### config.mk
export PLATFORM = sky130hd
export DESIGN_NAME = ptc_regs
export DESIGN_NICKNAME = d
export VERILOG_FILES = /design/src/rtl/ptc_pkg.sv /design/src/rtl/ptc_regs.sv
export SDC_FILE = /design/constraint.sdc
export NUM_CORES = 1
export LEC_CHECK = 0
export BUFFER_PORTS_ARGS = -buffer_cell sky130_fd_sc_hd__buf_2
export CORE_ASPECT_RATIO = 0.75
export CORE_UTILIZATION = 47
export DETAILED_ROUTE_END_ITERATION = 7
export PLACE_DENSITY = 0.73
export SYNTH_ARGS = -nofsm -noshare
export SYNTH_HDL_FRONTEND = slang
export SYNTH_SLANG_ARGS = --single-unit
### constraint.sdc
create_clock -name clk -period 1.2 [get_ports clk]
set_input_delay 0.12 -clock clk [delete_from_list [all_inputs] [get_ports clk]]
set_output_delay 0.12 -clock clk [all_outputs]
set_load 0.1 [all_outputs]
### src/rtl/ptc_pkg.sv
// Shared types, register map and helper functions for the pressure and
// temperature compensation pipeline. No dependencies.
package ptc_pkg;

	localparam int DIV_W    = 32;
	localparam int REG_NUM  = 6;
	localparam int ADDR_W   = 5;

	// register indexes
	localparam logic [2:0] REG_T1_T2 = 3'd0;
	localparam logic [2:0] REG_T3_P1 = 3'd1;
	localparam logic [2:0] REG_P2_P3 = 3'd2;
	localparam logic [2:0] REG_P4_P5 = 3'd3;
	localparam logic [2:0] REG_P6_P7 = 3'd4;
	localparam logic [2:0] REG_P8_P9 = 3'd5;

	localparam logic [31:0] P_OFFSET  = 32'd64000;
	localparam logic [31:0] RAW_FULL  = 32'd1048576;
	localparam logic [31:0] P_SCALE   = 32'd3125;
	localparam logic [31:0] DIV_SPLIT = 32'h8000_0000;
	localparam logic [31:0] ROUND_T   = 32'd128;
	localparam logic [31:0] P1_BIAS   = 32'd32768;

	typedef struct packed {
		logic [19:0] raw_temperature;
		logic [19:0] raw_pressure;
	} sample_t;

	typedef struct packed {
		logic signed [31:0] temperature_centi;
		logic [31:0]        pressure_pa;
		logic               pressure_valid;
	} result_t;

	typedef struct packed {
		logic [31:0] t1_t2;
		logic [31:0] t3_p1;
		logic [31:0] p2_p3;
		logic [31:0] p4_p5;
		logic [31:0] p6_p7;
		logic [31:0] p8_p9;
	} cal_t;

	// sideband carried alongside the divider
	typedef struct packed {
		logic [31:0] temp;
		logic        post_double;
		logic        zero;
	} side_t;

	typedef struct packed {
		logic [DIV_W-1:0] num;
		logic [DIV_W-1:0] den;
		side_t            side;
	} div_in_t;

	// sign extend a 16-bit word to 32 bits
	function automatic logic [31:0] sx16(input logic [15:0] v);
		return {{16{v[15]}}, v};
	endfunction

	// signed division by 2**sh, truncating toward zero
	function automatic logic [31:0] sdiv_p2(input logic [31:0] x, input int sh);
		logic [31:0] mag;
		logic [31:0] r;
		mag = x[31] ? (~x + 32'd1) : x;
		r   = mag >> sh;
		return x[31] ? (~r + 32'd1) : r;
	endfunction

endpackage

### src/rtl/ptc_regs.sv
// Calibration register file behind the APB-style port.
// Depends on ptc_pkg.
module ptc_regs (
	input  logic                       clk,
	input  logic                       arst_n,
	input  logic                       psel,
	input  logic                       penable,
	input  logic                       pwrite,
	input  logic [ptc_pkg::ADDR_W-1:0] paddr,
	input  logic [31:0]                pwdata,
	output logic [31:0]                prdata,
	output logic                       pready,
	output ptc_pkg::cal_t              cal
);

	logic [2:0] idx;
	logic       wr;
	ptc_pkg::cal_t cal_q;

	assign idx    = paddr[4:2];
	assign wr     = psel && penable && pwrite;
	assign pready = 1'b1;
	assign cal    = cal_q;

	// register writes, out-of-range indexes dropped
	always_ff @(posedge clk or negedge arst_n) begin
		if (!arst_n) begin
			cal_q <= '0;
		end else if (wr) begin
			unique case (idx)
				ptc_pkg::REG_T1_T2: cal_q.t1_t2 <= pwdata;
				ptc_pkg::REG_T3_P1: cal_q.t3_p1 <= pwdata;
				ptc_pkg::REG_P2_P3: cal_q.p2_p3 <= pwdata;
				ptc_pkg::REG_P4_P5: cal_q.p4_p5 <= pwdata;
				ptc_pkg::REG_P6_P7: cal_q.p6_p7 <= pwdata;
				ptc_pkg::REG_P8_P9: cal_q.p8_p9 <= pwdata;
				default: ;
			endcase
		end
	end

	// read mux
	always_comb begin
		unique case (idx)
			ptc_pkg::REG_T1_T2: prdata = cal_q.t1_t2;
			ptc_pkg::REG_T3_P1: prdata = cal_q.t3_p1;
			ptc_pkg::REG_P2_P3: prdata = cal_q.p2_p3;
			ptc_pkg::REG_P4_P5: prdata = cal_q.p4_p5;
			ptc_pkg::REG_P6_P7: prdata = cal_q.p6_p7;
			ptc_pkg::REG_P8_P9: prdata = cal_q.p8_p9;
			default:            prdata = '0;
		endcase
	end

endmodule

==> metrics.md, run 1 <==
| Metric | Value |
|---|---|
| Status | aborted with a tool error |
| Fail Step | clock tree synthesis |
| Error | [ERROR DPL-0038] Utilization greater than 100%, impossible to legalize |
| Root buffer cell | clkbuf_16 |
| Share of the synthesized area in the top cell type | approximately 54% |
| Die Span Y | 121 µm |
| Initial core utilization | 48.1% |
| Area contributors post-synth | dfrtp_1 54%, mux2_2 29%, mux2i_1 3.3% |
| Post-CTS Hold Fix Bufs | 9 |
| H-tree Lvls | 4 |
| Commonest register cell after synthesis | dfrtp_1 |
| Synth area leader | dfrtp_1 |
| PortBufs | roughly 260 |
| Sink Count | 192 |
| Max Root-Sink Buffers | 2 |
| Yosys cell types | 28 |
| Post-synth EDFFs | 0 |
| Final estimated routing congestion in global placement | around 0.88 |
| # rows | 43 |
| Die width | 161 µm |
| TritonCTS buffer count | 17 |
| Synth Area in Compound Gates | under 10% |
| Avg Synthesized Cell Area | 14.2 µm² |
| I/O pin cnt | 267 |
| DP Worst Slack | -0.373 ns |
| Yosys warning total | 0 |
| Syn_nets | 672 |
| Setup repair bufs after CTS | 67 |
| Asr flop ratio synth | 100% |
| Synth Register Bits | 192 |
| Mux contribution to synthesized area | 32.8% |
| Simple-gate area share of the yosys netlist | 4.30% |
| Synthesized-area fraction occupied by xor and xnor cells | 0% |
| Detail Placement HPWL | 27.7 mm |
| Cell Area, Synth | between 8000 and 9000 µm² |
| Post_cts resized | ~170 |
| Adder-cell area share of the yosys netlist | 0% |
| Sequential share of the synthesized area | 53.8% |
| Main combinational cell family by area after synthesis | multiplexers |
| Cells after synthesis | 630 |
| Area after DPL | 17300 µm² |
[cells by family after synthesis]
family,after synthesis
AO/OA/AOI/OAI,60
other,1
multiplexers,263
buffers and inverters,48
AND/OR/NAND/NOR,66
flip-flops,192
[stage by stage]
| stage | cells | utilization, % |
|---|---|---|
| floorplan | 630 | - |
| detailed placement | 1291 | 93.3 |
| global placement | 1291 | 93.3 |
[Yosys cell counts, drive strengths merged, types with 2 or more instances]
library cell	count
a311o	2
a211oi	2
mux2	234
nor3	2
clkbuf	7
nand2b	2
dfrtp	192
nand3	3
o221ai	10
nand2	39
nor2	7
buf	40
a31oi	19
mux2i	29
a221oi	20
or3	7
a21oi	6
and3b	3
==> run 2, diff against run 1 <==
--- a/config.mk
+++ b/config.mk
@@ -6,10 +6,9 @@
 export NUM_CORES = 1
 export LEC_CHECK = 0
 export BUFFER_PORTS_ARGS = -buffer_cell sky130_fd_sc_hd__buf_2
-export CORE_ASPECT_RATIO = 0.75
-export CORE_UTILIZATION = 47
+export CORE_UTILIZATION = 37
 export DETAILED_ROUTE_END_ITERATION = 7
-export PLACE_DENSITY = 0.73
+export PLACE_DENSITY_LB_ADDON = 0.15
 export SYNTH_ARGS = -nofsm -noshare
 export SYNTH_HDL_FRONTEND = slang
 export SYNTH_SLANG_ARGS = --single-unit
==> constraint.sdc (replaced) <==
create_clock -name clk -period 1.6 [get_ports clk]
set_input_delay 0.16 -clock clk [delete_from_list [all_inputs] [get_ports clk]]
set_output_delay 0.16 -clock clk [all_outputs]
set_load 0.1 [all_outputs]
==> run 2 against run 1 <==
Effect of this change: the flow now finishes, with violations (setup timing); synthesized area unchanged; synthesized cell count unchanged.
==> metrics.md, run 2 <==
| Metric | Value |
|---|---|
| Top cells by count, synth | 226 x mux2_2, 192 x dfrtp_1, 39 x nand2_1 |
| Commonest register cell after synthesis | dfrtp_1 |
| RSZ-0062 raised after global routing | true |
| Final Setup Violations | 32 |
| Layout cells sized above 1 | 91.4% |
| Die Span Y | roughly 160 µm |
| Most frequent cells in the layout | 227 x buf_2, 184 x mux2_2, 130 x dfrtp_4, 62 x dfrtp_2, 49 x buf_12 |
| Share of the synthesized area in the top cell type | 53.8% |
| Synth area leader | dfrtp_1 |
| Final estimated routing congestion in global placement | a little over 0.8 |
| Worst-path fanout max | 3 |
| CTS tree | yes |
| Max reg flops | 192 |
| Avg Synthesized Cell Area | 14.2 µm² |
| First-pass GRT wire length | 42.6 mm |
| Fin nets | 974 |
| Syn_nets | ~670 |
| Max Cap Viol | 0 |
| Pre-Repair DR Iteration Count | 4 |
| Status | finished with violations |
| Reg clk slew, reported paths | 0.08 ns |
| Tcrit/Tclk final | 118% |
| Sw Ratio | 53.0% |
| Sequential share of the synthesized area | 53.8% |
| Fin. Hold Viols | 0 |
| Root buffer cell | clkbuf_16 |
| Max incr delay on CP | ~0.5 ns |
| Max Root-Sink Buffers | 2 |
| Pint | about 11 mW |
| Reg area | 5370 µm² |
| Area delta synth->final | 54.2% |
| GRT Overall Usage | 23.2% |
| Vias in the first global route | approximately 7000 |
| Leakage | 5.93 nW |
| Cells along the critical path | mux2_4 > a221oi_4 > a31oi_4 > buf_12 |
| Worst Setup End Kind | output pin |
| Post-route cell area | 13800 µm² |
| Power per Cell Area | ~1700 nW/µm² |
| Detail Placement HPWL | 19.9 mm |
| Grt ovf | 0 |
| Worst setup margin | -0.295 ns |
| Hold Path Class | in -> reg |
| Sequential share of power | 29.7% |
| Fmax | between 500 and 600 MHz |
| # rows | 56 |
| Vias | 6563 |
| H-tree Lvls | 4 |
| Skew final | 0 ns |
| TritonCTS buffer count | 17 |
| Cell Area, Synth | between 8000 and 9000 µm² |
| Post-synth EDFFs | 0 |
| Gate power share | 52.5% |
| Final wirelength | 27.9 mm |
| Vias per std cell | 5.18 |
| Final ANT Viol Nets | 0 |
| Max_slew headroom | around two thirds |
| Hold_ws | 0.0325 ns |
| Maximum VDD drop | 980 µV |
| Die ar. | 24700 µm² |
| Initial DRC Count | 324 |
| Sink Count | between 150 and 200 |
| I/O pin cnt | approximately 270 |
| Clock share of power | about 18% |
| Fin. max-slew vios | 0 |
| Area after DPL | about 13000 µm² |
| CP max-delay cell | dfrtp_4 |
| Critical Path Start Type | flop |
| Failing checks | setup timing |
| Die width | 157 µm |
| Initial core utilization | roughly 38% |
| Drc violations | 0 |
| Count leader, synth | mux2_2 |
| Skew-Pair Late Insertion Delay | 0.42 ns |
| Multi-input logic area | 4860 µm² |
| Largest net degree at the start of global routing | between 40 and 50 |
| Fillcell total | around 1900 |
| Yosys warning total | 0 |
| Switch Pwr | 12.6 mW |
| Critical path type | reg -> out |
| Min cycle time layout | 1.89 ns |
| Core area | 23500 µm² |
| Synth Register Bits | 192 |
| Cells after synthesis | 630 |
| Slew @ Worst Pin | 0.531 ns |
| Yosys cell types | 28 |
| CP Data Required Time | 1.44 ns |
| Asr flop ratio synth | 100% |
| Commonest non-fill, non-tap cell in the layout | buf_2 |
| PortBufs | 263 |
| Wire length per cell | between 20 and 25 µm |
| Initial antenna violation count | 1 |
| Area contributors post-synth | dfrtp_1 54%, mux2_2 29%, mux2i_1 3.3% |
| Power Total | 23.8 mW |
| Fin util | 58.4% |
| Worst Path Arrival | 1.73 ns |
## run 2: logic make-up after synthesis
logic type | Yosys count | synth area share, %
buffers and inverters | 48 | 3.94
and+or+nand+nor | 66 | 4.30
muxes | 263 | 32.8
DFF | 192 | 53.8
other | 1 | 0.0420
AOI/OAI and AO/OA | 60 | 5.10
## run 2: per-stage QoR
step                cells  setup TNS (ns)  setup slack [ns]
global route         1264           -9.20            -0.365
CTS                  1262           -8.11            -0.328
detailed placement   1220           -5.93           -0.0913
global placement     1220           -1.75           -0.0474
floorplan             630           -1.40           -0.0785
finish               1266           -7.01            -0.295
## run 2: worst paths after layout
kind                       slack (ns)        from    endpoint  depth (start not counted)
hold / removal                   0.03  pwdata[12]     cal[12]                          2
setup reg to reg                 0.62    cal[170]    cal[170]                          2
hold reg to reg                  0.51     cal[29]     cal[29]                          1
max in group asynchronous        0.72      arst_n     cal[93]                          3
min in group asynchronous        0.27      arst_n    cal[156]                          2
setup / recovery                -0.29    cal[113]  prdata[17]                          4
## run 2: power groups by stage
stage,logic (mW),clock network [mW],registers [mW]
4_1_cts,12.5,4.37,7.07
5_1_grt,12.8,4.55,7.22
3_3_place_gp,12.2,0,7.05
3_5_place_dp,12.3,0,7.14
2_1_floorplan,2.95,0,14.1
6_report,12.5,4.24,7.08
## run 2: final cells by class
cell class,instances,share of cell area (%)
multi-input cells,390,35.3
well taps,319,2.90
repair buffers,330,18.5
clock inverters,14,1.08
clock buffers,18,3.12
diodes,2,0.0364
inverters,1,0.0273
flip-flops and latches,192,39.0
## run 2: timing repair
action                                 CTS  global route
pin swaps                                8             1
setup endpoints to repair               32            33
gates cloned                             0             0
hold buffers                             3             0
setup buffers                            7             2
resized for setup                       30             5
endpoints found under the hold margin   43             0
## run 2: metal layers
metal	track usage (%)	wire length (µm)	vias up
met3	6.11	1870	35
met5	0	0	-
met1	30.1	12100	3374
met2	37.4	13500	219
li1	-	-	2935
met4	7.72	520	0
## run 2: critical path: cells and delay by family, from the launching register on
kind	cells	cell delay, ns
AO/OA/AOI/OAI	2	0.35
flip-flops	1	0.50
multiplexers	1	0.29
buffers and inverters	1	0.18
Note: power is estimated with default switching activity, not from simulation.
