<file path="src/rtl/ptc_pkg.sv">
// Shared types, register map and helper functions for the pressure and
// temperature compensation pipeline. No dependencies.
package ptc_pkg;

	localparam int DIV_W    = 32;
	localparam int REG_NUM  = 6;
	localparam int ADDR_W   = 5;

	// register indexes
	localparam logic [2:0] REG_T1_T2 = 3'd0;
	localparam logic [2:0] REG_T3_P1 = 3'd1;
	localparam logic [2:0] REG_P2_P3 = 3'd2;
	localparam logic [2:0] REG_P4_P5 = 3'd3;
	localparam logic [2:0] REG_P6_P7 = 3'd4;
	localparam logic [2:0] REG_P8_P9 = 3'd5;

	localparam logic [31:0] P_OFFSET  = 32'd64000;
	localparam logic [31:0] RAW_FULL  = 32'd1048576;
	localparam logic [31:0] P_SCALE   = 32'd3125;
	localparam logic [31:0] DIV_SPLIT = 32'h8000_0000;
	localparam logic [31:0] ROUND_T   = 32'd128;
	localparam logic [31:0] P1_BIAS   = 32'd32768;

	typedef struct packed {
		logic [19:0] raw_temperature;
		logic [19:0] raw_pressure;
	} sample_t;

	typedef struct packed {
		logic signed [31:0] temperature_centi;
		logic [31:0]        pressure_pa;
		logic               pressure_valid;
	} result_t;

	typedef struct packed {
		logic [31:0] t1_t2;
		logic [31:0] t3_p1;
		logic [31:0] p2_p3;
		logic [31:0] p4_p5;
		logic [31:0] p6_p7;
		logic [31:0] p8_p9;
	} cal_t;

	// sideband carried alongside the divider
	typedef struct packed {
		logic [31:0] temp;
		logic        post_double;
		logic        zero;
	} side_t;

	typedef struct packed {
		logic [DIV_W-1:0] num;
		logic [DIV_W-1:0] den;
		side_t            side;
	} div_in_t;

	// sign extend a 16-bit word to 32 bits
	function automatic logic [31:0] sx16(input logic [15:0] v);
		return {{16{v[15]}}, v};
	endfunction

	// signed division by 2**sh, truncating toward zero
	function automatic logic [31:0] sdiv_p2(input logic [31:0] x, input int sh);
		logic [31:0] mag;
		logic [31:0] r;
		mag = x[31] ? (~x + 32'd1) : x;
		r   = mag >> sh;
		return x[31] ? (~r + 32'd1) : r;
	endfunction

endpackage

</file>
<file path="src/rtl/ptc_back.sv">
// Pressure correction after the divide, five stages ending in the output beat.
// Depends on ptc_pkg.
module ptc_back (
	input  logic              clk,
	input  logic              arst_n,
	input  logic              en,
	input  logic              vin,
	input  logic [31:0]       quo,
	input  ptc_pkg::side_t    side,
	input  ptc_pkg::cal_t     cal,
	output logic              vout,
	output ptc_pkg::result_t  dout
);

	logic [31:0] p7, p8, p9;
	assign p7 = ptc_pkg::sx16(cal.p6_p7[31:16]);
	assign p8 = ptc_pkg::sx16(cal.p8_p9[15:0]);
	assign p9 = ptc_pkg::sx16(cal.p8_p9[31:16]);

	logic [5:1]  v_q;
	logic [31:0] p_s1, p_s2, p_s3, p_s4;
	logic [31:0] sq_s2, pd4_s2, m9_s3, m8_s3, sum_s4;
	logic [31:0] temp_s1, temp_s2, temp_s3, temp_s4;
	logic        zero_s1, zero_s2, zero_s3, zero_s4;
	logic [31:0] p8th, sqfull, corr;
	ptc_pkg::result_t r_s5;

	assign p8th   = p_s1 >> 3;
	assign sqfull = p8th * p8th;
	assign corr   = ptc_pkg::sdiv_p2(sum_s4 + p7, 4);

	always_ff @(posedge clk or negedge arst_n) begin
		if (!arst_n) begin
			v_q <= '0;
		end else if (en) begin
			v_q <= {v_q[4:1], vin};
		end
	end

	always_ff @(posedge clk) begin
		if (en) begin
			// s1: undo the split doubling
			p_s1    <= side.post_double ? (quo << 1) : quo;
			temp_s1 <= side.temp;
			zero_s1 <= side.zero;
			// s2
			sq_s2   <= sqfull >> 13;
			pd4_s2  <= p_s1 >> 2;
			p_s2    <= p_s1;
			temp_s2 <= temp_s1;
			zero_s2 <= zero_s1;
			// s3
			m9_s3   <= p9 * sq_s2;
			m8_s3   <= pd4_s2 * p8;
			p_s3    <= p_s2;
			temp_s3 <= temp_s2;
			zero_s3 <= zero_s2;
			// s4
			sum_s4  <= ptc_pkg::sdiv_p2(m9_s3, 12) + ptc_pkg::sdiv_p2(m8_s3, 13);
			p_s4    <= p_s3;
			temp_s4 <= temp_s3;
			zero_s4 <= zero_s3;
			// s5: output beat, zero divisor forces invalid
			r_s5.temperature_centi <= temp_s4;
			r_s5.pressure_valid    <= !zero_s4;
			r_s5.pressure_pa       <= zero_s4 ? '0 : (p_s4 + corr);
		end
	end

	assign vout = v_q[5];
	assign dout = r_s5;

endmodule

</file>
<file path="config.mk">
export PLATFORM = sky130hd
export DESIGN_NAME = ptc_back
export DESIGN_NICKNAME = d
export VERILOG_FILES = /design/src/rtl/ptc_pkg.sv /design/src/rtl/ptc_back.sv
export SDC_FILE = /design/constraint.sdc
export NUM_CORES = 2
export LEC_CHECK = 0
export BUFFER_PORTS_ARGS = -buffer_cell sky130_fd_sc_hd__buf_4
export CORE_ASPECT_RATIO = 0.75
export CORE_UTILIZATION = 55
export CTS_CLUSTER_DIAMETER = 150
export CTS_CLUSTER_SIZE = 28
export DETAILED_ROUTE_END_ITERATION = 7
export PLACE_DENSITY = 0.83
export SKIP_LAST_GASP = 1
export SYNTH_ARGS = -nofsm -noshare
export SYNTH_HDL_FRONTEND = slang
export SYNTH_SLANG_ARGS = --single-unit
</file>
<file path="constraint.sdc">
create_clock -name clk -period 17.7 [get_ports clk]
set_clock_uncertainty 0.2 [all_clocks]
set_input_delay 1.77 -clock clk [delete_from_list [all_inputs] [get_ports clk]]
set_output_delay 1.77 -clock clk [all_outputs]
set_load 0.05 [all_outputs]
</file>
# [Yosys cells after proc, flatten, opt, wreduce, memory -nomap -nowiden]
# Index checks and enable logic that the tools add are counted.
[classes] n_reduce_logical=1 n_bitwise=6 multipliers=3 n_addsub=9 muxes=7
[op_table] operator="32-bit two-way mux" count=7
[op_table] operator="32-bit by 1-bit adder with 32-bit output, second input constant" count=6
[op_table] operator="32-bit adder" count=3
[op_table] operator="32-bit inverter" count=3
[op_table] operator="16-bit by 20-bit multiplier with 32-bit output" count=1
[op_table] operator="29-bit by 29-bit multiplier with 32-bit output" count=1
[op_table] operator="31-bit by 16-bit multiplier with 32-bit output" count=1
[op_table] operator="19-bit inverter with 32-bit output" count=1
[op_table] operator="20-bit inverter with 32-bit output" count=1
[op_table] operator="28-bit inverter with 32-bit output" count=1
[op_table] operator="1-bit logical NOT" count=1
[word_totals] output_inout_bits=66 in_bits=262 wordCells=48 ff_bits=475

# [Logic depth before layout (Yosys ltp)]
[depth] depth_word=8 depth_mapped=33 mapped_depth_nobuf=30

# [Worst setup path before layout]
# OpenSTA, ideal clock, no wires.
[synth_timing] path_kind="input to register" from="in cal[4] in the netlist's numbering" to="reg m8_s3[30], data pin" t_arrival_ps=8033 path_buffers=3 setup_slack_ps=9210 t_required_ps=17242 setup_ps=258 cell_stages=27 cell_sequence="clkbuf_1 > clkbuf_1 > nand2_1 > fa_1 > inv_1 > fa_1 > inv_1 > fa_1 > fa_1 > inv_1 > fa_1 > inv_1 > fa_1 > inv_1 > ha_1 > clkbuf_1 > and3_1 > a21oi_1 > o31ai_1 > o41a_1 > a211o_1 > a221o_1 > a21oi_1 > a21oi_1 > a211o_1 > a21oi_1 > xnor2_1"
[synth_via] elab_chain_cells=1
[synth_lines] element="start: declaration" line="ptc_back.sv:10" source="input ptc_pkg::cal_t cal,"
[synth_lines] element="31-bit by 16-bit multiplier with 32-bit output" line="ptc_back.sv:54" source="m8_s3 <= pd4_s2 * p8;"
[synth_lines] element="end signal: assignment" line="ptc_back.sv:54"
[synth_lines] element="end: declaration" line="ptc_back.sv:22" source="logic [31:0] sq_s2, pd4_s2, m9_s3, m8_s3, sum_s4;"
# No other way between the ends.
# A chain may end at the register's enable or synchronous reset.

# [Worst setup path after layout]
[layout_timing] from="in cal[60] in the netlist's numbering" to="reg r_s5, in the netlist dout[32], data pin"
[layout_via] elab_chain_cells=8
[layout_lines] element="32-bit adder *" line="ptc_back.sv:30" source="assign corr = ptc_pkg::sdiv_p2(sum_s4 + p7, 4);"
[layout_lines] element="32-bit inverter" line="ptc_pkg.sv:66" source="mag = x[31] ? (~x + 32'd1) : x;"
[layout_lines] element="32-bit by 1-bit adder with 32-bit output" line="ptc_pkg.sv:66"
[layout_lines] element="32-bit two-way mux" line="ptc_pkg.sv:66"
[layout_lines] element="28-bit inverter with 32-bit output" line="ptc_pkg.sv:68" source="return x[31] ? (~r + 32'd1) : r;"
[layout_lines] element="32-bit by 1-bit adder with 32-bit output" line="ptc_pkg.sv:68"
[layout_lines] element="32-bit two-way mux *" line="ptc_pkg.sv:68"
[layout_lines] element="32-bit adder *" line="ptc_back.sv:66" source="r_s5.pressure_pa <= zero_s4 ? '0 : (p_s4 + corr);"
[layout_lines] element="end: declaration" line="ptc_back.sv:26" source="ptc_pkg::result_t r_s5;"
# Every way passes the cells marked *; elsewhere a longest branch is shown, timed or not.

==> results.py <==
metrics = {
    "outcome": {
        "status": "finished, violations left",
        "violations": "DRC",
    },
    "worst_setup_path": {
        "arrival_ps": 9570,
        "rrSetupSlack_ps": 8330,
        "r2r-end": "sq_s2[18]",
        "critical_path.top_delay_family": "compound AO/OA/AOI/OAI gates",
        "path_class": "in2reg",
        "ff2ff_path_depth": 27,
        "startpoint": "cal[60]",
        "startpoint_type": "primary input",
        "max_stage_delay_ps": 660,
        "critPathMaxFanout": 18,
        "slowest_stage": "a2111oi_1",
        "crit_required_ps": 17810,
        "endpoint_kind": "flop",
        "crit_buf_inv": 2,
        "rr_startpoint": "p_s1[5]",
    },
    "layout": {
        "areaGrowthSynthToFinish_pct": 5.610,
        "drive_gt1_share_pct": 6.306,
        "fin_nets": 7129,
        "antenna_cells": 0,
        "stdcell_area_um2": 58910,
    },
    "grt": {
        "antenna_found_initial": 0,
        "gr-total-overflow": 0,
        "grt_pass1_vias": 40556,
        "grtUsageMet2_pct": 40.46,
        "grt_busiest_layer": "met2",
        "track_usage_pct": 25.72,
        "grt_max_degree": 142,
        "grt.met3_usage_pct": 4.814,
        "grt_pass1_wl_mm": 210.6,
        "use_met1_pct": 36.66,
    },
    "clock_tree": {
        "clockRootBuffer": "clkbuf_16",
        "htreeDepth": 1,
        "ctsResizeCount": 0,
        "clock-sinks": 445,
        "cts_hold_buf": 0,
        "cts_buffer_depth": 3,
        "clk_pin_slew_ps": 120,
        "post-cts-setup-buffers": 0,
        "clock_latency_ps": 600,
        "cts_inserted_buffers": 19,
        "cts_tree": "done",
    },
    "die": {
        "fp-row-count": 100,
        "coreArea_um2": 99850,
        "io_pins": 328,
        "fp.dieH_um": 277.8,
        "dieArea_um2": 102700,
        "start_util_pct": 55.86,
        "die_width_um": 369.7,
    },
    "routing": {
        "drc": 6,
        "vias": 38412,
        "viasPerCell": 5.586,
        "first_pass_iters": 8,
        "wl_mm": 128.9,
        "drt_iter0_drc": 3291,
        "drtAntennaViolNets": 0,
        "wl_per_cell_um": 18.74,
    },
    "sta": {
        "max_freq_ghz": 0.1057,
        "fin_crit_ps": 9461,
        "final_max_slew_viol_count": 0,
        "tightest_slew_ps": 1257,
        "rsz0062_at_grt": "no",
        "slew_headroom_pct": 15.73,
        "setup_tns_ps": 0,
        "hold_viol": 0,
        "setup_viol": 0,
        "min_period_over_period_pct": 53.45,
    },
    "yosys": {
        "synth-compound-area-share_pct": 6.036,
        "synthTopCellsByArea": "fa_1 (33%), edfxtp_1 (24%), ha_1 (9.3%)",
        "netlist_instances": 5485,
        "yosysUniqueCellTypes": 103,
        "syn_avg_cell_area_um2": 10.17,
        "syn-cell-area_um2": 55780,
        "ys_async_sr_fraction_pct": 1.124,
        "synth_most_common_cell": "inv_1",
        "synth_top_area_share_pct": 32.55,
        "synth-adder-area-share_pct": 41.86,
        "ys.flop_type": "edfxtp_1",
        "synth-xor-area-share_pct": 4.139,
        "synth-seq-area-share_pct": 23.91,
        "synth_fp_nets": 7069,
        "synth_top_family_by_area": "adder cells",
        "synth_common_cells": "inv_1 (1170), fa_1 (907), nand2_1 (653)",
        "synthMuxAreaShare_pct": 1.079,
        "synth-seq-cells": 445,
        "yosys.area.top_type": "fa_1",
        "yosysWarnings": 0,
        "synth-simple-area-share_pct": 13.75,
        "synth_edf_count": 440,
    },
    "hold_path": {
        "hold_depth": 0,
        "hold_start": "temp_s3[7]",
        "min_to": "temp_s4[7]",
        "hold_path.class": "reg2reg",
    },
    "placement": {
        "dp_hpwl_mm": 99.67,
        "portBuffers": 183,
        "gp_congestion": 0.9465,
        "post_dp_cell_area_um2": 58400,
    },
    "job": {
        "maxCapViolations": 0,
    },
}
kinds of logic (layout without fill, tap and decap cells):
group / count (synthesis) / after routing
mux: 55 / 55
simple gates: 1556 / 1556
xor+xnor: 261 / 261
buf+inv: 1358 / 1423
flops: 445 / 445
compound gates: 488 / 488
fa+ha+maj: 1322 / 1322
per-stage QoR:
step           utilization [%]  hold WS (ps)  std cells  setup slack, ps
6_report                 59.00         214.8       6876             8239
5_1_grt                  59.00         221.4       6876             7595
4_1_cts                  59.00         219.5       6876             8295
3_5_place_dp             58.49         204.5       6850             7886
3_3_place_gp             58.49         200.4       6850             8128
2_1_floorplan                -         200.3       5485             9210
cells in the final DEF (no fill, tap or decap), types with 8 or more instances in the layout:
cell / count
o21bai_1: 16
xor2_1: 62
a211oi_1: 18
mux2i_1: 14
or3_1: 16
nor2_1: 176
edfxtp_1: 440
a41oi_1: 14
a211o_1: 8
and3_1: 27
ha_1: 415
xnor2_1: 197
o31a_1: 14
a31oi_1: 27
o21ai_0: 73
inv_1: 1170
nand4_1: 20
a21oi_1: 132
buf_4: 226
nor2b_1: 29
nor3b_1: 8
a21o_1: 54
nor3_1: 66
o21a_1: 40
nand3_1: 59
or2_2: 17
and2_1: 367
nor4_1: 12
fa_1: 907
clkbuf_16: 19
nand2_1: 653
mux2_2: 41
nand2b_1: 55
flip-flops by register name, indices dropped and copies added, names as in the netlist, 5 cells and up:
register / count
dout: 65
m8_s3: 32
temp_s4: 32
p_s3: 32
sq_s2: 19
v_q: 5
p_s4: 32
p_s2: 32
temp_s3: 32
temp_s2: 32
p_s1: 32
sum_s4: 32
m9_s3: 32
temp_s1: 32
worst max-delay path by stage:
stage,to,cells past startpoint
finish,dout[32],29
detailed placement,dout[32],29
global route,dout[32],29
CTS,sq_s2[18],27
global placement,dout[32],29
floorplan,m8_s3[30],27
final cells by class:
class	count	area, µm²
fill	8011	40940
timing repair buffer	227	1712
clock buffer	24	494.2
sequential	445	13340
inverter	1170	4392
multi-input combinational	3682	37300
clock inverter	2	13.76
tap	1326	1659
routing by layer:
layer / vias to the layer above / routed length (µm)
li1: 17242 / -
met1: 19173 / 54150
met2: 1758 / 58530
met3: 239 / 12630
met4: 0 / 3580
met5: - / 0
Power is not shown: default switching activity piles up to over one toggle a cycle in this logic, so the estimate is an artifact.
